$ cat src/rtl/bwvc_pkg.sv
// Shared types and constants of the write-value compressor.
// Depends on nothing; used by every module of the block.
package bwvc_pkg;

    localparam int WORD_W                = 32;
    localparam int BYTE_W                = 7;
    localparam int DIST_CODE_W           = 9;
    localparam int MAX_BYTES             = 5;
    localparam int BYTE_CNT_W            = 3;
    localparam int DEFAULT_HISTORY_DEPTH = 512;

    // Leading byte patterns of the codeword kinds.
    localparam logic [BYTE_W-1:0] BYTE_NEAR   = 7'h30;
    localparam logic [BYTE_W-1:0] BYTE_FAR    = 7'h34;
    localparam logic [BYTE_W-1:0] BYTE_SMALL  = 7'h38;
    localparam logic [BYTE_W-1:0] BYTE_MEDIUM = 7'h3c;
    localparam logic [BYTE_W-1:0] BYTE_FULL   = 7'h20;

    // Signed range tests done as offset unsigned compares.
    localparam logic [WORD_W-1:0] SMALL_OFFSET  = 32'd256;
    localparam logic [WORD_W-1:0] MEDIUM_OFFSET = 32'd32768;
    localparam int                SMALL_BITS    = 9;
    localparam int                MEDIUM_BITS   = 16;

    typedef struct packed {
        logic                   hit;
        logic [DIST_CODE_W-1:0] dist_m1;
        logic [WORD_W-1:0]      word;
    } enc_req_t;

endpackage

$ cat src/rtl/bwvc_encoder.sv
// Codeword builder and byte serializer with the output register.
// Depends on bwvc_pkg.
module bwvc_encoder (
    input  logic                        clk,
    input  logic                        rst_n,
    input  logic                        start,
    input  bwvc_pkg::enc_req_t          req,
    output logic                        ready,
    output logic                        push,
    output logic [bwvc_pkg::BYTE_W-1:0] code_byte,
    output logic                        last_byte,
    output logic                        out_valid,
    input  logic                        out_ready
);

    localparam int BW = bwvc_pkg::BYTE_W;
    localparam int CW = bwvc_pkg::BYTE_CNT_W;

    logic [BW-1:0]               byte_reg  [bwvc_pkg::MAX_BYTES];
    logic [BW-1:0]               byte_next [bwvc_pkg::MAX_BYTES];
    logic [CW-1:0]               cnt_reg;
    logic [CW-1:0]               cnt_next;
    logic [bwvc_pkg::WORD_W-1:0] small_up;
    logic [bwvc_pkg::WORD_W-1:0] medium_up;
    logic                        is_small;
    logic                        is_medium;
    logic [bwvc_pkg::WORD_W-1:0] v;
    logic [bwvc_pkg::DIST_CODE_W-1:0] d;

    assign v         = req.word;
    assign d         = req.dist_m1;
    assign small_up  = v + bwvc_pkg::SMALL_OFFSET;
    assign medium_up = v + bwvc_pkg::MEDIUM_OFFSET;
    assign is_small  = (small_up[bwvc_pkg::WORD_W-1:bwvc_pkg::SMALL_BITS] == '0);
    assign is_medium = (medium_up[bwvc_pkg::WORD_W-1:bwvc_pkg::MEDIUM_BITS] == '0);

    // Only a stored kind (medium or full, no hit) enters the history ring.
    assign push = start && !req.hit && !is_small;

    always_comb
    begin
        for (int i = 0; i < bwvc_pkg::MAX_BYTES; i++)
        begin
            byte_next[i] = byte_reg[i];
        end
        cnt_next = cnt_reg;
        if (start)
        begin
            if (req.hit && (d < bwvc_pkg::DIST_CODE_W'(4)))
            begin
                byte_next[0] = bwvc_pkg::BYTE_NEAR | BW'(d[1:0]);
                cnt_next     = CW'(1);
            end
            else if (req.hit)
            begin
                byte_next[0] = bwvc_pkg::BYTE_FAR | BW'(d[8:7]);
                byte_next[1] = d[6:0];
                cnt_next     = CW'(2);
            end
            else if (is_small)
            begin
                byte_next[0] = bwvc_pkg::BYTE_SMALL | BW'(v[8:7]);
                byte_next[1] = v[6:0];
                cnt_next     = CW'(2);
            end
            else if (is_medium)
            begin
                byte_next[0] = bwvc_pkg::BYTE_MEDIUM | BW'(v[15:14]);
                byte_next[1] = v[13:7];
                byte_next[2] = v[6:0];
                cnt_next     = CW'(3);
            end
            else
            begin
                byte_next[0] = bwvc_pkg::BYTE_FULL | BW'(v[31:28]);
                byte_next[1] = v[27:21];
                byte_next[2] = v[20:14];
                byte_next[3] = v[13:7];
                byte_next[4] = v[6:0];
                cnt_next     = CW'(5);
            end
        end
        else if (out_valid && out_ready)
        begin
            for (int i = 0; i < bwvc_pkg::MAX_BYTES - 1; i++)
            begin
                byte_next[i] = byte_reg[i + 1];
            end
            cnt_next = cnt_reg - 1'b1;
        end
    end

    always_ff @(posedge clk)
    begin
        for (int i = 0; i < bwvc_pkg::MAX_BYTES; i++)
        begin
            byte_reg[i] <= byte_next[i];
        end
    end

    always_ff @(posedge clk or negedge rst_n)
    begin
        if (!rst_n)
        begin
            cnt_reg <= '0;
        end
        else
        begin
            cnt_reg <= cnt_next;
        end
    end

    assign ready     = (cnt_reg == '0);
    assign out_valid = (cnt_reg != '0);
    assign last_byte = (cnt_reg == CW'(1));
    assign code_byte = byte_reg[0];

endmodule

$ cat config.mk
export PLATFORM = sky130hd
export DESIGN_NAME = bwvc_encoder
export DESIGN_NICKNAME = d
export VERILOG_FILES = /design/src/rtl/bwvc_pkg.sv /design/src/rtl/bwvc_encoder.sv
export SDC_FILE = /design/constraint.sdc
export NUM_CORES = 1
export LEC_CHECK = 0
export BUFFER_PORTS_ARGS = -buffer_cell sky130_fd_sc_hd__buf_2
export CAP_MARGIN = 15
export CELL_PAD_IN_SITES_DETAIL_PLACEMENT = 0
export CELL_PAD_IN_SITES_GLOBAL_PLACEMENT = 1
export CORE_MARGIN = 2
export CORE_UTILIZATION = 33
export CTS_CLUSTER_DIAMETER = 100
export CTS_CLUSTER_SIZE = 28
export DETAILED_ROUTE_END_ITERATION = 8
export PLACE_DENSITY_LB_ADDON = 0.3
export SLEW_MARGIN = 40
export SYNTH_ARGS = -nofsm -noshare
export SYNTH_HDL_FRONTEND = slang
export SYNTH_SLANG_ARGS = --single-unit
$ cat constraint.sdc
create_clock -name clk -period 2.1 [get_ports clk]
set_input_delay 0.105 -clock clk [delete_from_list [all_inputs] [get_ports clk]]
set_output_delay 0.105 -clock clk [all_outputs]
set_load 0.03 [all_outputs]
==> impl_metrics.toml, run 1 <==
[floorplanning]
core_sq_um = 8680
die_h_um = 98.2
die_w_um = 98.2
initial_core_util_pct = 33.7
rows = 34
dieArea_sq_um = 9640
io_pins = 57

[cts]
clock-sinks = 38
cts.path.max_buffers = 2
cts_tree = "built"
worstSkewPairLatency_ns = 0.29
htreeDepth = 2
cts_buffers = 5
cts_root_buf = "clkbuf_8"
clk_pin_slew_ns = 0.07

[synth]
synth_seq_area_share_pct = 37.8
ys_types = 63
synth_seq_cells = 38
syn_area_sq_um = 2930
avgSynthCellArea_sq_um = 9.21
synth-edff-count = 33
syn_nets = 369
synth-async-reset-ratio_pct = 7.89
syn_inst = 318
yosys_warnings = 0
synthFlopType = "edfxtp_1"

[drt]
routed_wl_um = 9480
avgRoutedWirePerCell_um = 17.6
vias_per_cell = 5.50
drc = 0
num_vias = 2951
drtIter0Drc = 114
antenna_left = 0
first_pass_iters = 5

[setup_path]
cp-start-kind = "input pin"
r2r-start = "cnt_reg[0]"
critical_path_class = "input pin to primary output"
cp_slowest_stage_delay_ns = 0.53
worst_r2r_endpoint = "byte_reg[0][17]"
reg2reg_depth = 8
rrSetupSlack_ns = 0.17
cp_data_required_time_ns = 2.00
arrival_ns = 2.16
crit_path_end_kind = "primary output"
worstPathMaxFanout = 6
slowest_stage = "or4_4"
path_cells = "buf_4, nand4_4, nor4_4, and3_4, o22ai_2, or4_4, o21ai_4, buf_12, inv_4, buf_6"

[timing]
timing.hold.ws_ns = 0.0355
tightest_slew_ns = 0.540
hold_viol = 0
rsz0062_at_grt = "yes"
fin_crit_ns = 2.27
setup_viol = 48
maxSlewHeadroom_pct = 64.0
fin_skew_ns = 0.00265
finalMaxSlewViolations = 0
fin_crit_sh_pct = 108
fmax_ghz = 0.441
layout_setup_ws_ns = -0.168

[placement]
place_area_sq_um = 3740
dpl.hpwl_um = 7160
place.gp.congestion = 0.924
io_buffers = 56
place_ws_ns = -0.497

[global_route]
grt_pass1_wl_um = 15000
antenna_found_initial = 0
grt-ovfl-total = 0
grt_pass1_vias = 2884
grt_max_degree = 16
grt_use_total_pct = 19.7

[finish]
final_area_sq_um = 4270
n_antenna_cell = 0
syn_to_final_growth_pct = 45.7
nets = 479
fin_util_pct = 49.2
layout_commonest_cell = "buf_4"
largest_reg_flops = 35
drive_above_1_share_pct = 43.6
final_cell_mix = "72 x buf_4, 44 x buf_2, 36 x nand2_1, 33 x edfxtp_1, 16 x mux2i_1"

[hold_path]
hold_path_depth = 1
hold_class = "input pin to flop"
hold_start = "req[0]"
min_to = "byte_reg[0][28]"

[status]
status = "complete, but fails checks"
violations = "setup timing"

[run]
max_cap_violations = 0

[power]
p_leak_nw = 1.75
p_per_area_nw_per_um2 = 504
ir_drop_uv = 295
[stage by stage]
stage               setup TNS, ns  instances  total power, mW
floorplan                   -7.24        318             1.28
global placement           -22.06        512             1.48
detailed placement         -21.88        512             1.48
CTS                         -2.81        534             2.14
global route                -6.00        537             2.25
finish                      -4.59        537             2.15
[cell type report]
cell class | count | area, sq um
fill | 813 | 4410
multi-input combinational | 239 | 1810
sequential | 38 | 1110
timing repair buffer | 136 | 1070
tap | 108 | 135
clock buffer | 5 | 68.8
clock inverter | 3 | 40.0
inverter | 8 | 32.5
[kinds of logic after synthesis]
family,share of synthesized area (%)
simple gates,22.7
compound gates,18.0
buf+inv,8.63
flops,37.8
mux,6.20
xor+xnor,4.49
fa+ha+maj,2.14
[synth_stat cells (3+ instances only)]
library cell | n | area (sq um)
inv_1 | 8 | 30.0
or3_1 | 5 | 31.3
edfxtp_1 | 33 | 991
a311oi_1 | 5 | 43.8
nor2_1 | 17 | 63.8
o221ai_1 | 5 | 43.8
xor2_1 | 4 | 35.0
buf_2 | 6 | 30.0
buf_4 | 11 | 82.6
clkbuf_1 | 8 | 30.0
nor2b_1 | 3 | 18.8
nor4_1 | 6 | 37.5
o22ai_1 | 3 | 18.8
o211ai_1 | 5 | 37.5
dfrtp_1 | 3 | 75.1
nand4_1 | 8 | 50.1
mux2i_1 | 17 | 170
o21ai_1 | 3 | 15.0
a31oi_1 | 8 | 50.1
o21ai_0 | 19 | 95.1
buf_6 | 5 | 56.3
and3_1 | 6 | 37.5
or4_1 | 3 | 22.5
ha_1 | 5 | 62.6
xnor2_1 | 11 | 96.3
nor3_1 | 7 | 35.0
a22oi_1 | 7 | 52.6
nand2_1 | 39 | 146
nand3_1 | 8 | 40.0
a21oi_1 | 13 | 65.1
[how the worst max path moves through the flow]
| stage | cells past startpoint | slack (ns) | from | to |
|---|---|---|---|---|
| after detailed placement | 9 | -0.50 | req[8] | byte_reg[0][1] |
| after floorplan | 11 | -0.20 | req[22] | byte_reg[0][21] |
| after global routing | 11 | -0.20 | req[9] | push |
| after CTS | 12 | -0.12 | req[15] | push |
| final | 10 | -0.17 | req[20] | push |
| after global placement | 9 | -0.52 | req[8] | byte_reg[0][13] |
[power by group]
part           switching [mW]  leakage, nW  internal, mW  total (mW)
Combinational           0.335         1.30         0.267       0.603
Sequential             0.0236        0.385         0.909       0.933
Clock                   0.265       0.0579         0.350       0.615
[layer usage]
layer | GRT usage, % | vias up | share of wire (%)
met1 | 27.9 | 1405 | 46
met2 | 32.0 | 114 | 47
met4 | 4.11 | 0 | 1.9
li1 | - | 1413 | -
met5 | 0 | - | 0
met3 | 3.29 | 19 | 5.6
[worst max-delay path: cells and delay by family]
family	cells	cell delay [ns]
buf+inv	4	0.42
compound gates	2	0.26
simple gates	4	1.37
[timing repair]
action / 4_1_cts / 5_1_grt
setup buffers: 11 / 2
cloned: 2 / 1
endpoints found under the setup margin: 48 / 50
hold endpoints to repair: 3 / 0
hold buffers: 1 / 0
pin swaps: 16 / 11
gates resized for setup: 49 / 24
No activity file was read; power rests on OpenSTA's default activity.
==> inputs of run 2 (changes only) <==
Settings changed: PLACE_DENSITY_LB_ADDON 0.3 to 0.1.
==> run 2 against run 1 <==
Compared with the run above:
- the flow still finishes with violations (setup timing)
- core utilization grew 2.8 points
- wire length up 3.8%
- hold slack gained 0.0081 ns
- via count fell by 1.5%
- critical path type unchanged
- critical endpoint unchanged
- largest power group unchanged
==> impl_metrics.toml, run 2 (synthesis results as in run 1) <==
[status]
status = "complete, but fails checks"
violations = "setup timing"

[timing]
setup_viol = 38
maxSlewHeadroom_pct = 63.5
fin_skew_ns = 0.00760
tightest_slew_ns = 0.547
fin_crit_ns = 2.25
hold_viol = 0
fmax_ghz = 0.444
rsz0062_at_grt = "yes"
fin_crit_sh_pct = 107
layout_setup_ws_ns = -0.154
finalMaxSlewViolations = 0

[global_route]
grt-ovfl-total = 0
grt_pass1_wl_um = 15700
antenna_found_initial = 0
grt_use_total_pct = 20.4
grt_max_degree = 16
grt_pass1_vias = 2877

[drt]
drc = 0
num_vias = 2908
drtIter0Drc = 136
first_pass_iters = 5
avgRoutedWirePerCell_um = 18.1
routed_wl_um = 9840
vias_per_cell = 5.36
antenna_left = 0

[cts]
cts_tree = "built"
worstSkewPairLatency_ns = 0.29
cts_root_buf = "clkbuf_8"
clk_pin_slew_ns = 0.07
clock-sinks = 38
htreeDepth = 2
cts.path.max_buffers = 2
cts_buffers = 5

[floorplanning]
core_sq_um = 8680
rows = 34
initial_core_util_pct = 33.7
dieArea_sq_um = 9640
die_h_um = 98.2
die_w_um = 98.2
io_pins = 57

[hold_path]
hold_path_depth = 1
hold_class = "input pin to flop"
min_to = "byte_reg[0][32]"
hold_start = "req[4]"

[setup_path]
cp-start-kind = "input pin"
critical_path_class = "input pin to primary output"
crit_path_end_kind = "primary output"
worst_r2r_endpoint = "byte_reg[0][17]"
arrival_ns = 2.15
path_cells = "buf_8, buf_6, nand4_1, buf_6, buf_6, nor4_4, xnor2_1, nand3_1, or4_4, o21ai_4, buf_12, buf_6, inv_2, buf_6"
slowest_stage = "or4_4"
r2r-start = "cnt_reg[0]"
reg2reg_depth = 8
path_buf_inv = 8
rrSetupSlack_ns = 0.24
cp_data_required_time_ns = 2.00
cp_slowest_stage_delay_ns = 0.57
worstPathMaxFanout = 3
cpLargestDelayFamily = "simple AND/OR/NAND/NOR gates"
crit_path_frequent_cell = "buf_6"

[finish]
layout_commonest_cell = "buf_4"
syn_to_final_growth_pct = 54.1
n_antenna_cell = 0
fillers = 841
largest_reg_flops = 35
final_cell_mix = "70 x buf_4, 43 x buf_2, 33 x edfxtp_1, 29 x nand2_1, 15 x nor2_1"
fin_util_pct = 52.0
nets = 485
drive_above_1_share_pct = 49.9

[run]
max_cap_violations = 0

[placement]
io_buffers = 56
place.gp.congestion = 0.857
dpl.hpwl_um = 7580

[power]
p_per_area_nw_per_um2 = 487
p_leak_nw = 1.79
ir_drop_uv = 359
finalPower_mw = 2.20
run 2: worst max-delay path by stage:
| stage | to | slack [ns] | start | depth (start not counted) |
|---|---|---|---|---|
| 2_1_floorplan | byte_reg[0][21] | -0.20 | req[22] | 11 |
| 3_3_place_gp | byte_reg[0][13] | -0.64 | req[16] | 10 |
| 3_5_place_dp | byte_reg[0][13] | -0.64 | req[16] | 10 |
| 4_1_cts | push | -0.25 | req[15] | 13 |
| 5_1_grt | push | -0.25 | req[22] | 11 |
| 6_report | push | -0.15 | req[15] | 14 |
run 2: per-layer routing:
layer | wire (um) | track usage (%)
met3 | 415 | 3.15
met1 | 4640 | 30.0
met2 | 4700 | 32.5
met4 | 89 | 3.16
met5 | 0 | 0
run 2: metrics by stage:
| stage | setup TNS (ns) | hold WS, ns | cell area [sq um] | instances | setup WS, ns |
|---|---|---|---|---|---|
| 2_1_floorplan | -7.24 | -0.191 | 3110 | 318 | -0.196 |
| 4_1_cts | -6.38 | 0.0323 | 4200 | 541 | -0.245 |
| 3_3_place_gp | -22.81 | -0.0949 | 3810 | 520 | -0.644 |
| 3_5_place_dp | -24.81 | -0.0938 | 3810 | 520 | -0.638 |
| 6_report | -2.78 | 0.0436 | 4510 | 543 | -0.154 |
| 5_1_grt | -6.21 | 0.0311 | 4510 | 543 | -0.249 |
run 2: final cells by class:
cell class | count | area (sq um) | share of cell area (%)
Clock buffer | 5 | 68.8 | 1.53
Clock inverter | 3 | 40.0 | 0.888
Inverter | 8 | 30.0 | 0.666
Multi-Input combinational cell | 239 | 1990 | 44.0
Sequential cell | 38 | 1110 | 24.5
Tap cell | 108 | 135 | 3.00
Timing Repair Buffer | 142 | 1140 | 25.4
run 2: timing repair:
item / 4_1_cts / 5_1_grt
endpoints found under the setup margin: 50 / 51
cloned: 2 / 1
hold buffers: 1 / 0
pin swaps: 7 / 30
resized for setup: 47 / 67
buffers inserted: 11 / 2
endpoints found under the hold margin: 3 / 0
run 2: where the power goes:
group,internal [mW],switching (mW),leakage (nW),total (mW)
Combinational,0.291,0.358,1.35,0.648
Sequential,0.909,0.0234,0.385,0.933
Clock,0.350,0.267,0.0579,0.617
==> inputs of run 3 (changes only) <==
==> constraint.sdc (replaced) <==
create_clock -name clk -period 2.1 [get_ports clk]
set_input_delay 0 -clock clk [delete_from_list [all_inputs] [get_ports clk]]
set_output_delay 0 -clock clk [all_outputs]
set_load 0.03 [all_outputs]
==> run 3 against run 2 <==
Compared with the run above:
- the flow still finishes with violations (setup timing)
- first-iteration DRC count decreased by 15%
- largest power group unchanged
- global-route usage is 0.16 points higher
- die area is the same
- sequential power about the same
- core utilization is 0.98 points lower
- hold slack got worse by 0.015 ns
- clock skew is 0.0035 ns lower
- largest cell class unchanged
==> impl_metrics.toml, run 3 (synthesis results as in run 1) <==
[timing]
rsz0062_at_grt = "yes"
tightest_slew_ns = 0.557
maxSlewHeadroom_pct = 62.8
setup_viol = 3
fmax_ghz = 0.469
hold_viol = 0
finalMaxSlewViolations = 0
fin_skew_ns = 0.00410
fin_crit_ns = 2.13
layout_setup_ws_ns = -0.0341
fin_crit_sh_pct = 102

[placement]
place_area_sq_um = 3820
place.gp.congestion = 0.869
io_buffers = 56
dpl.hpwl_um = 7620

[setup_path]
critical_path_class = "input pin to flop"
arrival_ns = 2.15
worst_r2r_endpoint = "byte_reg[0][17]"
worstPathMaxFanout = 5
r2r-start = "cnt_reg[1]"
cp_data_required_time_ns = 2.12
reg2reg_depth = 8
rrSetupSlack_ns = 0.23
cp-start-kind = "input pin"
crit_path_end_kind = "flop"

[global_route]
antenna_found_initial = 0
grt_pass1_wl_um = 15700
grt-ovfl-total = 0
grt_use_total_pct = 20.6
grt_pass1_vias = 2968
grt_max_degree = 21

[floorplanning]
die_w_um = 98.2
rows = 34
core_sq_um = 8680
die_h_um = 98.2
dieArea_sq_um = 9640
io_pins = 57
initial_core_util_pct = 33.7

[power]
finalPower_mw = 2.07
ir_drop_uv = 417
p_leak_nw = 1.81
p_per_area_nw_per_um2 = 468

[finish]
final_cell_mix = "79 x buf_4, 43 x buf_2, 35 x nand2_1, 33 x edfxtp_1, 16 x mux2i_1"
nets = 496
n_antenna_cell = 0
layout_commonest_cell = "buf_4"
final_area_sq_um = 4430
syn_to_final_growth_pct = 51.2
drive_above_1_share_pct = 45.7
largest_reg_flops = 35

[status]
status = "complete, but fails checks"
violations = "setup timing"

[cts]
htreeDepth = 2
cts_root_buf = "clkbuf_8"
cts_tree = "built"
clock-sinks = 38
cts.path.max_buffers = 2
cts_buffers = 5
clk_pin_slew_ns = 0.08
worstSkewPairLatency_ns = 0.29

[drt]
routed_wl_um = 10000
vias_per_cell = 5.25
first_pass_iters = 4
avgRoutedWirePerCell_um = 18.1
drtIter0Drc = 116
num_vias = 2910
drc = 0
antenna_left = 0

[run]
max_cap_violations = 0

[hold_path]
hold_class = "input pin to asynchronous set/reset pin"
[run 3: changes by cell type in the layout (fill, tap and decap cells not counted), sizes merged]
cell and change:
dlygate4sd3 +7, bufinv -1, clkinvlp +1, clkbuf -3, buf +7
[run 3: power by group]
group	switching (mW)	leakage, nW	internal, mW
logic	0.350	1.38	0.293
clock network	0.270	0.0416	0.228
registers	0.0228	0.385	0.909
[run 3: layout make-up]
cell class / instances / area [sq um]
multi-input cells: 239 / 1840
flip-flops and latches: 38 / 1110
clock inverters: 3 / 16.3
well taps: 108 / 135
repair buffers: 153 / 1230
fillers: 832 / 4250
clock buffers: 5 / 68.8
inverters: 8 / 30.0
[run 3: per-stage QoR]
stage / util [%] / setup slack (ns) / hold WS, ns / cells / setup TNS [ns]
floorplan: - / -0.0914 / -0.296 / 318 / -2.59
finish: 51.0 / -0.0341 / 0.0291 / 554 / -0.0758
detailed placement: 44.0 / -0.525 / -0.198 / 523 / -20.56
global placement: 44.0 / -0.492 / -0.202 / 523 / -18.78
CTS: 48.7 / -0.0414 / 0.0201 / 547 / -0.410
global route: 51.0 / -0.0850 / 0.0318 / 554 / -0.893
[run 3: how the worst max path moves through the flow]
stage / from / end / slack [ns] / cells after the start
finish: req[27] / byte_reg[0][1] / -0.03 / 9
CTS: req[15] / byte_reg[0][16] / -0.04 / 12
global placement: req[16] / byte_reg[0][13] / -0.49 / 10
floorplan: req[22] / byte_reg[0][21] / -0.09 / 11
detailed placement: req[16] / byte_reg[0][13] / -0.53 / 10
global route: req[27] / byte_reg[0][1] / -0.09 / 9
[run 3: critical path, cell delays in order]
cell and delay, ns:
buf_8 0.10, a311oi_2 0.24, a31o_1 0.16, or4b_4 0.48, a21oi_4 0.15, or4b_4 0.53
buf_8 0.16, mux2i_1 0.16, o221ai_1 0.16
[run 3: timing repair]
action	4_1_cts	5_1_grt
hold buffers	8	0
endpoints found under the setup margin	50	49
endpoints found under the hold margin	10	0
gates resized for setup	45	35
pin swaps	12	20
gates cloned	1	3
buffers inserted	7	4
[run 3: metal layers]
layer  global-route usage, %  vias to the layer above  wire length (um)
met2                    33.0                       66              4600
met3                    3.29                       12               383
met4                    4.85                        0               172
met1                    29.3                     1383              4890
met5                       0                        -                 0
li1                        -                     1449                 -
